<file path="src/design/lrow_pkg.sv">
`default_nettype none

package lrow_pkg;

    localparam int COORD_W  = 14;
    localparam int DIFF_W   = COORD_W + 1;
    localparam int DELTA_W  = COORD_W;
    localparam int ERR_W    = 16;
    localparam int ADDR_W   = 16;
    localparam int COLOR_W  = 16;
    localparam int BIT_W    = 3;

    localparam int WIDTH_W  = 10;
    localparam int HEIGHT_W = 9;
    localparam int ROWB_W   = 7;
    localparam int CFG_DATA_W = 10;
    localparam int CFG_IDX_W  = 2;

    localparam int S_TDATA_W = 88;
    localparam int M_TDATA_W = 24;

    localparam logic [BIT_W-1:0] BIT_TOP = 3'd7;

    localparam logic [WIDTH_W-1:0]  WIDTH_RST  = 10'd320;
    localparam logic [HEIGHT_W-1:0] HEIGHT_RST = 9'd180;

    typedef enum logic {
        MODE_START = 1'b0,
        MODE_TICK  = 1'b1
    } t_mode;

    typedef enum logic [CFG_IDX_W-1:0] {
        CFG_CANVAS_WIDTH  = 2'd0,
        CFG_CANVAS_HEIGHT = 2'd1,
        CFG_ROW_BYTES     = 2'd2,
        CFG_ONE_BIT_MODE  = 2'd3
    } t_cfg_index;

endpackage

`default_nettype wire

</file>
<file path="src/design/line_raster_onebit_writer_unit.sv">
// A tick transfer's pixel write is registered and is offered on the result port in the
// cycle after the transfer is accepted.
// Throughput: one transfer per cycle; a start transfer gives no result. Input is taken
// whenever the single result register is empty or is being drained in the same cycle.
// Reset (synchronous, active low) drops any active line, empties the result register
// and returns the canvas registers to 320 x 180, row bytes 0, one-bit mode off.
`default_nettype none

module line_raster_onebit_writer_unit (
    input  wire logic                              i_clk,
    input  wire logic                              i_rst_n,
    // Configuration write port.
    input  wire logic                              i_cfg_we,
    input  wire logic [lrow_pkg::CFG_IDX_W-1:0]    i_cfg_index,
    input  wire logic [lrow_pkg::CFG_DATA_W-1:0]   i_cfg_data,
    // Input stream.
    input  wire logic                              i_s_axis_tvalid,
    output      logic                              o_s_axis_tready,
    // tdata, low to high: start_x[13:0], start_y[27:14], end_x[41:28], end_y[55:42],
    // pen_color[71:56], buffer_base[87:72]
    input  wire logic [lrow_pkg::S_TDATA_W-1:0]    i_s_axis_tdata,
    // tuser: mode (0 start, 1 tick)
    input  wire logic                              i_s_axis_tuser,
    // Result stream.
    output      logic                              o_m_axis_tvalid,
    input  wire logic                              i_m_axis_tready,
    // tdata, low to high: byte_address[15:0], bit_index[18:16], set_bit[19],
    // write_enable[20], zero padding[23:21]
    output      logic [lrow_pkg::M_TDATA_W-1:0]    o_m_axis_tdata,
    output      logic                              o_m_axis_tlast
);

    localparam int CW = lrow_pkg::COORD_W;
    localparam int DW = lrow_pkg::DIFF_W;
    localparam int LW = lrow_pkg::DELTA_W;
    localparam int EW = lrow_pkg::ERR_W;
    localparam int AW = lrow_pkg::ADDR_W;
    localparam int PW = CW - 1;
    localparam int MW = PW + lrow_pkg::ROWB_W;

    // Configuration registers.
    logic [lrow_pkg::WIDTH_W-1:0]  r_canvas_width;
    logic [lrow_pkg::HEIGHT_W-1:0] r_canvas_height;
    logic [lrow_pkg::ROWB_W-1:0]   r_row_bytes;
    logic                          r_one_bit_mode;

    // Line state.
    logic                 r_active, n_active;
    logic                 r_steep, n_steep;
    logic signed [CW-1:0] r_major_pos, n_major_pos;
    logic signed [CW-1:0] r_major_end, n_major_end;
    logic signed [CW-1:0] r_minor_pos, n_minor_pos;
    logic signed [EW-1:0] r_error_acc, n_error_acc;
    logic [LW-1:0]        r_major_delta, n_major_delta;
    logic [LW-1:0]        r_minor_delta, n_minor_delta;
    logic                 r_minor_step_neg, n_minor_step_neg;
    logic                 r_draw_set, n_draw_set;
    logic [AW-1:0]        r_line_base, n_line_base;

    // Result register.
    logic                 r_out_valid, n_out_valid;
    logic [AW-1:0]        r_out_addr, n_out_addr;
    logic [lrow_pkg::BIT_W-1:0] r_out_bit, n_out_bit;
    logic                 r_out_set, n_out_set;
    logic                 r_out_we, n_out_we;
    logic                 r_out_last, n_out_last;

    logic accept;
    logic is_start;
    logic is_tick;

    // Start decode.
    logic signed [CW-1:0] x0, y0, x1, y1;
    logic signed [DW-1:0] dx, dy, adx_w, ady_w, maj_diff, min_diff;
    logic [LW-1:0]        adx, ady;
    logic                 steep, swap;
    logic signed [CW-1:0] maj_a, maj_b, min_a, min_b;

    // Tick datapath.
    logic signed [CW-1:0] px, py;
    logic                 pix_we;
    logic                 pix_last;
    logic [MW-1:0]        row_off;
    logic signed [EW-1:0] err_sub;

    assign o_s_axis_tready = !r_out_valid || i_m_axis_tready;
    assign accept   = i_s_axis_tvalid && o_s_axis_tready;
    assign is_start = accept && (lrow_pkg::t_mode'(i_s_axis_tuser) == lrow_pkg::MODE_START);
    assign is_tick  = accept && (lrow_pkg::t_mode'(i_s_axis_tuser) == lrow_pkg::MODE_TICK);

    always_comb begin
        x0 = i_s_axis_tdata[13:0];
        y0 = i_s_axis_tdata[27:14];
        x1 = i_s_axis_tdata[41:28];
        y1 = i_s_axis_tdata[55:42];
        dx = DW'(x1) - DW'(x0);
        dy = DW'(y1) - DW'(y0);
        adx_w = dx[DW-1] ? -dx : dx;
        ady_w = dy[DW-1] ? -dy : dy;
        adx = adx_w[LW-1:0];
        ady = ady_w[LW-1:0];
        steep = ady > adx;
        maj_diff = steep ? dy : dx;
        min_diff = steep ? dx : dy;
        maj_a = steep ? y0 : x0;
        maj_b = steep ? y1 : x1;
        min_a = steep ? x0 : y0;
        min_b = steep ? x1 : y1;
        // A falling major coordinate means the endpoints trade places.
        swap = maj_diff[DW-1];
    end

    always_comb begin
        px = r_steep ? r_minor_pos : r_major_pos;
        py = r_steep ? r_major_pos : r_minor_pos;
        pix_we = !px[CW-1] && !py[CW-1]
              && (px[PW-1:0] < PW'(r_canvas_width))
              && (py[PW-1:0] < PW'(r_canvas_height))
              && r_one_bit_mode;
        pix_last = r_major_pos >= r_major_end;
        row_off = MW'(py[PW-1:0]) * MW'(r_row_bytes);
        err_sub = r_error_acc - EW'(r_minor_delta);
    end

    always_comb begin
        n_active         = r_active;
        n_steep          = r_steep;
        n_major_pos      = r_major_pos;
        n_major_end      = r_major_end;
        n_minor_pos      = r_minor_pos;
        n_error_acc      = r_error_acc;
        n_major_delta    = r_major_delta;
        n_minor_delta    = r_minor_delta;
        n_minor_step_neg = r_minor_step_neg;
        n_draw_set       = r_draw_set;
        n_line_base      = r_line_base;

        n_out_valid = r_out_valid && !i_m_axis_tready;
        n_out_addr  = r_out_addr;
        n_out_bit   = r_out_bit;
        n_out_set   = r_out_set;
        n_out_we    = r_out_we;
        n_out_last  = r_out_last;

        if (is_start) begin
            n_active         = 1'b1;
            n_steep          = steep;
            n_major_pos      = swap ? maj_b : maj_a;
            n_major_end      = swap ? maj_a : maj_b;
            n_minor_pos      = swap ? min_b : min_a;
            n_major_delta    = steep ? ady : adx;
            n_minor_delta    = steep ? adx : ady;
            n_error_acc      = EW'((steep ? ady : adx) >> 1);
            n_minor_step_neg = swap ? !min_diff[DW-1]
                                    : (min_diff[DW-1] || (min_diff == '0));
            n_draw_set       = i_s_axis_tdata[71:56] != '0;
            n_line_base      = i_s_axis_tdata[87:72];
        end else if (is_tick && r_active) begin
            n_out_valid = 1'b1;
            n_out_we    = pix_we;
            n_out_set   = r_draw_set;
            n_out_last  = pix_last;
            if (pix_we) begin
                n_out_addr = r_line_base + row_off[AW-1:0] + AW'(px[PW-1:3]);
                n_out_bit  = lrow_pkg::BIT_TOP - px[2:0];
            end else begin
                n_out_addr = '0;
                n_out_bit  = '0;
            end
            if (err_sub < 0) begin
                n_minor_pos = r_minor_step_neg ? r_minor_pos - CW'(1) : r_minor_pos + CW'(1);
                n_error_acc = err_sub + EW'(r_major_delta);
            end else begin
                n_error_acc = err_sub;
            end
            if (pix_last) begin
                n_active = 1'b0;
            end else begin
                n_major_pos = r_major_pos + CW'(1);
            end
        end
    end

    always_ff @(posedge i_clk) begin
        if (!i_rst_n) begin
            r_canvas_width  <= lrow_pkg::WIDTH_RST;
            r_canvas_height <= lrow_pkg::HEIGHT_RST;
            r_row_bytes     <= '0;
            r_one_bit_mode  <= 1'b0;
        end else if (i_cfg_we) begin
            case (lrow_pkg::t_cfg_index'(i_cfg_index))
                lrow_pkg::CFG_CANVAS_WIDTH: begin
                    r_canvas_width <= i_cfg_data[lrow_pkg::WIDTH_W-1:0];
                end
                lrow_pkg::CFG_CANVAS_HEIGHT: begin
                    r_canvas_height <= i_cfg_data[lrow_pkg::HEIGHT_W-1:0];
                end
                lrow_pkg::CFG_ROW_BYTES: begin
                    r_row_bytes <= i_cfg_data[lrow_pkg::ROWB_W-1:0];
                end
                lrow_pkg::CFG_ONE_BIT_MODE: begin
                    r_one_bit_mode <= i_cfg_data[0];
                end
                default: begin
                end
            endcase
        end
    end

    always_ff @(posedge i_clk) begin
        if (!i_rst_n) begin
            r_active    <= 1'b0;
            r_out_valid <= 1'b0;
        end else begin
            r_active    <= n_active;
            r_out_valid <= n_out_valid;
        end
    end

    always_ff @(posedge i_clk) begin
        r_steep          <= n_steep;
        r_major_pos      <= n_major_pos;
        r_major_end      <= n_major_end;
        r_minor_pos      <= n_minor_pos;
        r_error_acc      <= n_error_acc;
        r_major_delta    <= n_major_delta;
        r_minor_delta    <= n_minor_delta;
        r_minor_step_neg <= n_minor_step_neg;
        r_draw_set       <= n_draw_set;
        r_line_base      <= n_line_base;
        r_out_addr       <= n_out_addr;
        r_out_bit        <= n_out_bit;
        r_out_set        <= n_out_set;
        r_out_we         <= n_out_we;
        r_out_last       <= n_out_last;
    end

    assign o_m_axis_tvalid = r_out_valid;
    assign o_m_axis_tlast  = r_out_last;
    assign o_m_axis_tdata  = {3'b000, r_out_we, r_out_set, r_out_bit, r_out_addr};

endmodule

`default_nettype wire

</file>
<file path="config.mk">
export PLATFORM = sky130hd
export DESIGN_NAME = line_raster_onebit_writer_unit
export DESIGN_NICKNAME = d
export VERILOG_FILES = /design/src/design/lrow_pkg.sv /design/src/design/line_raster_onebit_writer_unit.sv
export SDC_FILE = /design/constraint.sdc
export NUM_CORES = 1
export LEC_CHECK = 0
export ABC_AREA = 1
export BUFFER_PORTS_ARGS = -buffer_cell sky130_fd_sc_hd__buf_2
export CORE_MARGIN = 5
export CORE_UTILIZATION = 60
export DETAILED_ROUTE_END_ITERATION = 12
export GPL_TIMING_DRIVEN = 0
export PLACE_DENSITY = 0.91
export SLEW_MARGIN = 20
export SYNTH_ARGS = -nofsm -noshare
export SYNTH_HDL_FRONTEND = slang
export SYNTH_SLANG_ARGS = --single-unit
</file>
<file path="constraint.sdc">
create_clock -name i_clk -period 15.21 [get_ports i_clk]
set_clock_uncertainty 0.05 [all_clocks]
set_input_delay 0.7605 -clock i_clk [delete_from_list [all_inputs] [get_ports i_clk]]
set_output_delay 0.7605 -clock i_clk [all_outputs]
set_load 0.05 [all_outputs]
</file>
Word level (Yosys, flattened, before mapping). Cells that the tools add are included.

Register bits after elaboration: 156.

$add $sub $neg: 12. Magnitude comparators: 5. Reduce and logical (&&, ||, !) cells: 30. Bitwise gates (word level): 2. Multiply operators: 1. Mux-type cells: 32. Equality and inequality tests: 4.

Operators by type and width (number): $mux W14 (21); $mux W15 (4); $sub A14 B14 Y15 (2); $add A14 B2 Y14 const B (2); $neg A14 Y14 (2); $add A16 B10 Y16 (1); $add A16 B14 Y16 (1); $add A16 B16 Y16 (1); $lt A16 B1 Y1 const B (1); $mul A13 B7 Y16 (1); $mux W16 (1); $reduce_and A2 Y1 (8); $reduce_bool A16 Y1 (1); $sub A16 B14 Y16 (1); $logic_not A15 Y1 (1); $ge A14 B14 Y1 (1); $gt A14 B14 Y1 (1); $sub A14 B2 Y14 const B (1); $lt A13 B10 Y1 (1); $lt A13 B9 Y1 (1); $logic_and A1 B1 Y1 (9); $mux W1 (6); $reduce_bool A2 Y1 (3); $logic_not A1 Y1 (5); other kinds (7) (10).

Longest topological paths before layout.
Word-level depth: 8. Mapped depth: 33. Mapped depth without buffers: 32.

Least setup slack after synthesis. OpenSTA, ideal clock, no wires.

Path type: reg-to-reg. Start point: register r_steep. End point: register r_out_addr[14] (data pin). Cell stages (with the launch flop): 24. Library setup time: 0.257 ns. Slack: 10.178 ns. Buffers on the path: 3. Required time: 14.903 ns. Arrival time: 4.725 ns. Cells stage by stage: edfxtp_1 buf_4 buf_4 clkbuf_1 nand2_1 o21ai_0 inv_1 nand2_1 fa_1 inv_1 fa_1 fa_1 fa_1 ha_1 a21oi_1 o21ai_0 a21oi_1 o21ai_0 nand2_1 inv_1 o21ai_0 nand2_1 o21ai_1 a21oi_1.

Word-level cells in the longest chain between the ends: 6. Elaborated cells between the ends (all ways): 13. Those cells by class: add/sub (2); mul (1); order compare (2); mux (2); reduce/logical (6).

RTL lines: from (decl) (RTL line line_raster_onebit_writer_unit.sv:49) `logic r_steep, n_steep;`; from (signal assigned) (RTL line line_raster_onebit_writer_unit.sv:221) `r_steep <= n_steep;`; parallel branches: the longest is 6 deep, another holds $mul A13 B7 Y16; to (signal assigned) (RTL line line_raster_onebit_writer_unit.sv:231) `r_out_addr <= n_out_addr;`; to (decl) (RTL line line_raster_onebit_writer_unit.sv:62) `logic [AW-1:0] r_out_addr, n_out_addr;`.

Parallel ways; which one is timed is not known. A chain may end at the register's enable or synchronous reset.

Worst setup path after layout. Same ends and word-level chain as after synthesis.

==> results.toml <==
[outcome]
status = "finished, final reports clean"

[placement]
io_buffers = 128
place_inst = 2607
post-dp-hpwl_um = 40300
dpl_worst_slack_ps = 9270
gp_congestion = 0.995

[run]
drv_cap = 0

[global_routing]
grt-ovfl-total = 0
grt_start_max_net_pins = 56
grt_pass1_wl_um = 77400
antenna_found_initial = 0
track_usage_pct = 32.1
grt_pass1_vias = 15385

[setup_path]
regToRegStartpoint = "r_steep$_DFFE_PP_"
cp-start-kind = "register"
end_kind = "register"
cp_max_fo = 10
rr_endpoint = "r_out_addr[14]$_SDFFCE_PN0P_"
cp.arrival_ps = 6190
rrSetupSlack_ps = 9150
crit_type = "register to register"
reg2reg_depth = 22
crit_required_ps = 15340

[synthesis]
synth-simple-area-share_pct = 23.2
yosys_register_bits = 156
yosysSeqAreaShare_pct = 27.2
synth_edf_count = 126
synth_top_family_by_area = "simple AND/OR/NAND/NOR gates"
syn_inst = 2134
synthAdderAreaFrac_pct = 20.9
ys_top_cells_by_area = "edfxtp_1, nand2_1, ha_1, fa_1, inv_1"
synth_ff_type = "edfxtp_1"
async_flop_share_pct = 0
synth_warnings = 0
synth-xor-area-share_pct = 3.84
ys_types = 60
synth_top_area_share_pct = 23.5
synth.cell_area_sq_mm = 0.0161
avgSynthCellArea_sq_um = 7.55
yosys-mux-area-fraction_pct = 0.559
synth_top_area_cell = "edfxtp_1"
synth_compound_area_share_pct = 13.9

[power_and_ir_drop]
peakVddDrop_uv = 104
p_leak_nw = 8.63
power.density_cell_area_mw_per_mm2 = 175

[detailed_routing]
viasPerCell = 5.84
antenna_left = 0
initialDrtViolationCount = 1678
wirelength_um = 49300
drt_drc_violations_left = 0
firstDrtPassIters = 6
detail_route.wl_per_cell_um = 18.7
vias = 15408

[hold_path]
whs_path_depth = 0
min_to = "r_out_set$_DFFE_PP_"
hp-start = "r_draw_set$_DFFE_PP_"
hp-class = "register to register"

[clock_network]
cts_made_buffers = 17
cts_max_path_buffers = 2
cts_setup_buffers = 0
root_buffer = "clkbuf_16"
clkLatencyLatePin_ps = 440
clk_pin_slew_ps = 70
ctsHoldBuffers = 0
clkSinkCount = 156
cts_tree = "yes"
cts-resized-gates = 0
cts_htree_levels = 4

[finish]
layout-drive-gt1-share_pct = 11.6
finalNonFillerCells = 2638
final_nets = 2613
mostFrequentLayoutCells = "nand2_1, inv_1, o21ai_0"
antenna_cells = 0
area_growth_pct = 10.6
layout_commonest_cell = "nand2_1"

[timing]
setup-tns-final_ps = 0
max-slew-margin-rel_pct = 35.7
min_period_ps = 6060
hold_viol = 0
fin_crit_sh_pct = 39.8
finalWorstSetupSlack_ps = 9150
drv_slew = 0
setup-violations-final = 0
rsz0062_at_grt = "false"
fmax_mhz = 165
tightest_slew_ps = 954

[floorplan]
io_pins = 133
core-area_sq_mm = 0.0267
die-height_um = 174
die_area_sq_mm = 0.0302
start_util_pct = 60.3
rows = 60
die_w_um = 174
cell usage after synthesis (4+ instances only):
| master | number |
|---|---|
| clkbuf_1 | 25 |
| nor3_1 | 19 |
| ha_1 | 143 |
| o21ai_1 | 15 |
| dfxtp_1 | 30 |
| o21ai_0 | 167 |
| edfxtp_1 | 126 |
| mux2i_1 | 9 |
| inv_1 | 350 |
| xor2_1 | 32 |
| o31ai_1 | 5 |
| and2_1 | 11 |
| xnor2_2 | 5 |
| buf_4 | 7 |
| xnor2_1 | 17 |
| o2111ai_1 | 4 |
| or2_2 | 9 |
| nand2_2 | 20 |
| nor2_1 | 155 |
| o21bai_1 | 5 |
| nand3_1 | 112 |
| fa_1 | 79 |
| a21oi_1 | 121 |
| nand3_2 | 4 |
| xor2_2 | 5 |
| o21ai_2 | 8 |
| buf_2 | 18 |
| nand2_1 | 501 |
| o211ai_1 | 43 |
| buf_1 | 5 |
| buf_6 | 8 |
| nor4_1 | 5 |
| a21o_1 | 7 |
| nand4_1 | 23 |
metal layers:
metal	track usage (%)	wire length (um)	up-vias	share of wire [%]
met5	0	0	-	0
met4	13.7	2180	0	4.4
met3	5.28	4370	156	8.9
met2	56.5	24200	870	49
met1	38.9	18500	7106	38
li1	-	-	7276	-
critical path, cell delays in order (launching register included):
cell and delay, ps:
edfxtp_1 440, buf_4 210, buf_4 170, clkbuf_1 200, o21ai_0 660, inv_1 290, nand2_1 170, fa_1 430
fa_1 500, inv_1 60, fa_1 500, fa_1 490, ha_1 370, a21oi_1 130, o21ai_0 100, a21oi_1 280
o21ai_0 170, nand2_1 90, inv_1 50, o21ai_0 150, nand2_1 100, o21ai_1 120, a21oi_1 50
state kept, by name, indices dropped and copies added (netlist names), 14 cells and up:
register	flops
r_error_acc	16
r_line_base	16
r_major_delta	14
r_major_end	14
r_major_pos	14
r_minor_delta	14
r_minor_pos	14
r_out_addr	16
where the power goes:
group	switching [W]	internal, W	total (W)
combinational	0.00134	0.000721	0.00206
sequential	0.0000326	0.000584	0.000616
clock	0.000197	0.000232	0.000429
total	0.00157	0.00154	0.00311
worst max-delay path by stage:
stage / slack [ps] / start / endpoint
4_1_cts: 9280 / r_steep$_DFFE_PP_ / r_out_addr[14]$_SDFFCE_PN0P_
2_1_floorplan: 10180 / r_steep$_DFFE_PP_ / r_out_addr[14]$_SDFFCE_PN0P_
5_1_grt: 8930 / r_steep$_DFFE_PP_ / r_out_addr[14]$_SDFFCE_PN0P_
3_3_place_gp: 9370 / r_steep$_DFFE_PP_ / r_out_addr[14]$_SDFFCE_PN0P_
6_report: 9150 / r_steep$_DFFE_PP_ / r_out_addr[14]$_SDFFCE_PN0P_
3_5_place_dp: 9270 / r_steep$_DFFE_PP_ / r_out_addr[14]$_SDFFCE_PN0P_
cell families after synthesis:
| group | Yosys count |
|---|---|
| buffers and inverters | 416 |
| and+or+nand+nor | 877 |
| muxes | 9 |
| other | 1 |
| xor gates and xnor gates | 60 |
| DFF | 156 |
| AOI/OAI and AO/OA | 393 |
| adders and majority gates | 222 |
through the flow:
step | util (%) | instance area, sq um | hold WS [ps] | power [W]
6_report | 66.6 | 17800 | 375 | 0.00311
5_1_grt | 66.6 | 17800 | 394 | 0.00335
4_1_cts | 66.6 | 17800 | 371 | 0.00305
3_5_place_dp | 64.5 | 17200 | 356 | 0.00260
3_3_place_gp | 64.3 | 17200 | 361 | 0.00250
2_1_floorplan | - | 16100 | 350 | 0.00210
final cells by class:
cell class,instances,area (sq um)
buffer,63,349
clock buffer,17,425
clock inverter,14,150
fill,2129,8920
inverter,353,1330
multi-input combinational,1564,10100
sequential,156,4380
tap,341,427
timing repair buffer,130,679
Power figures use the tool's default switching activity.
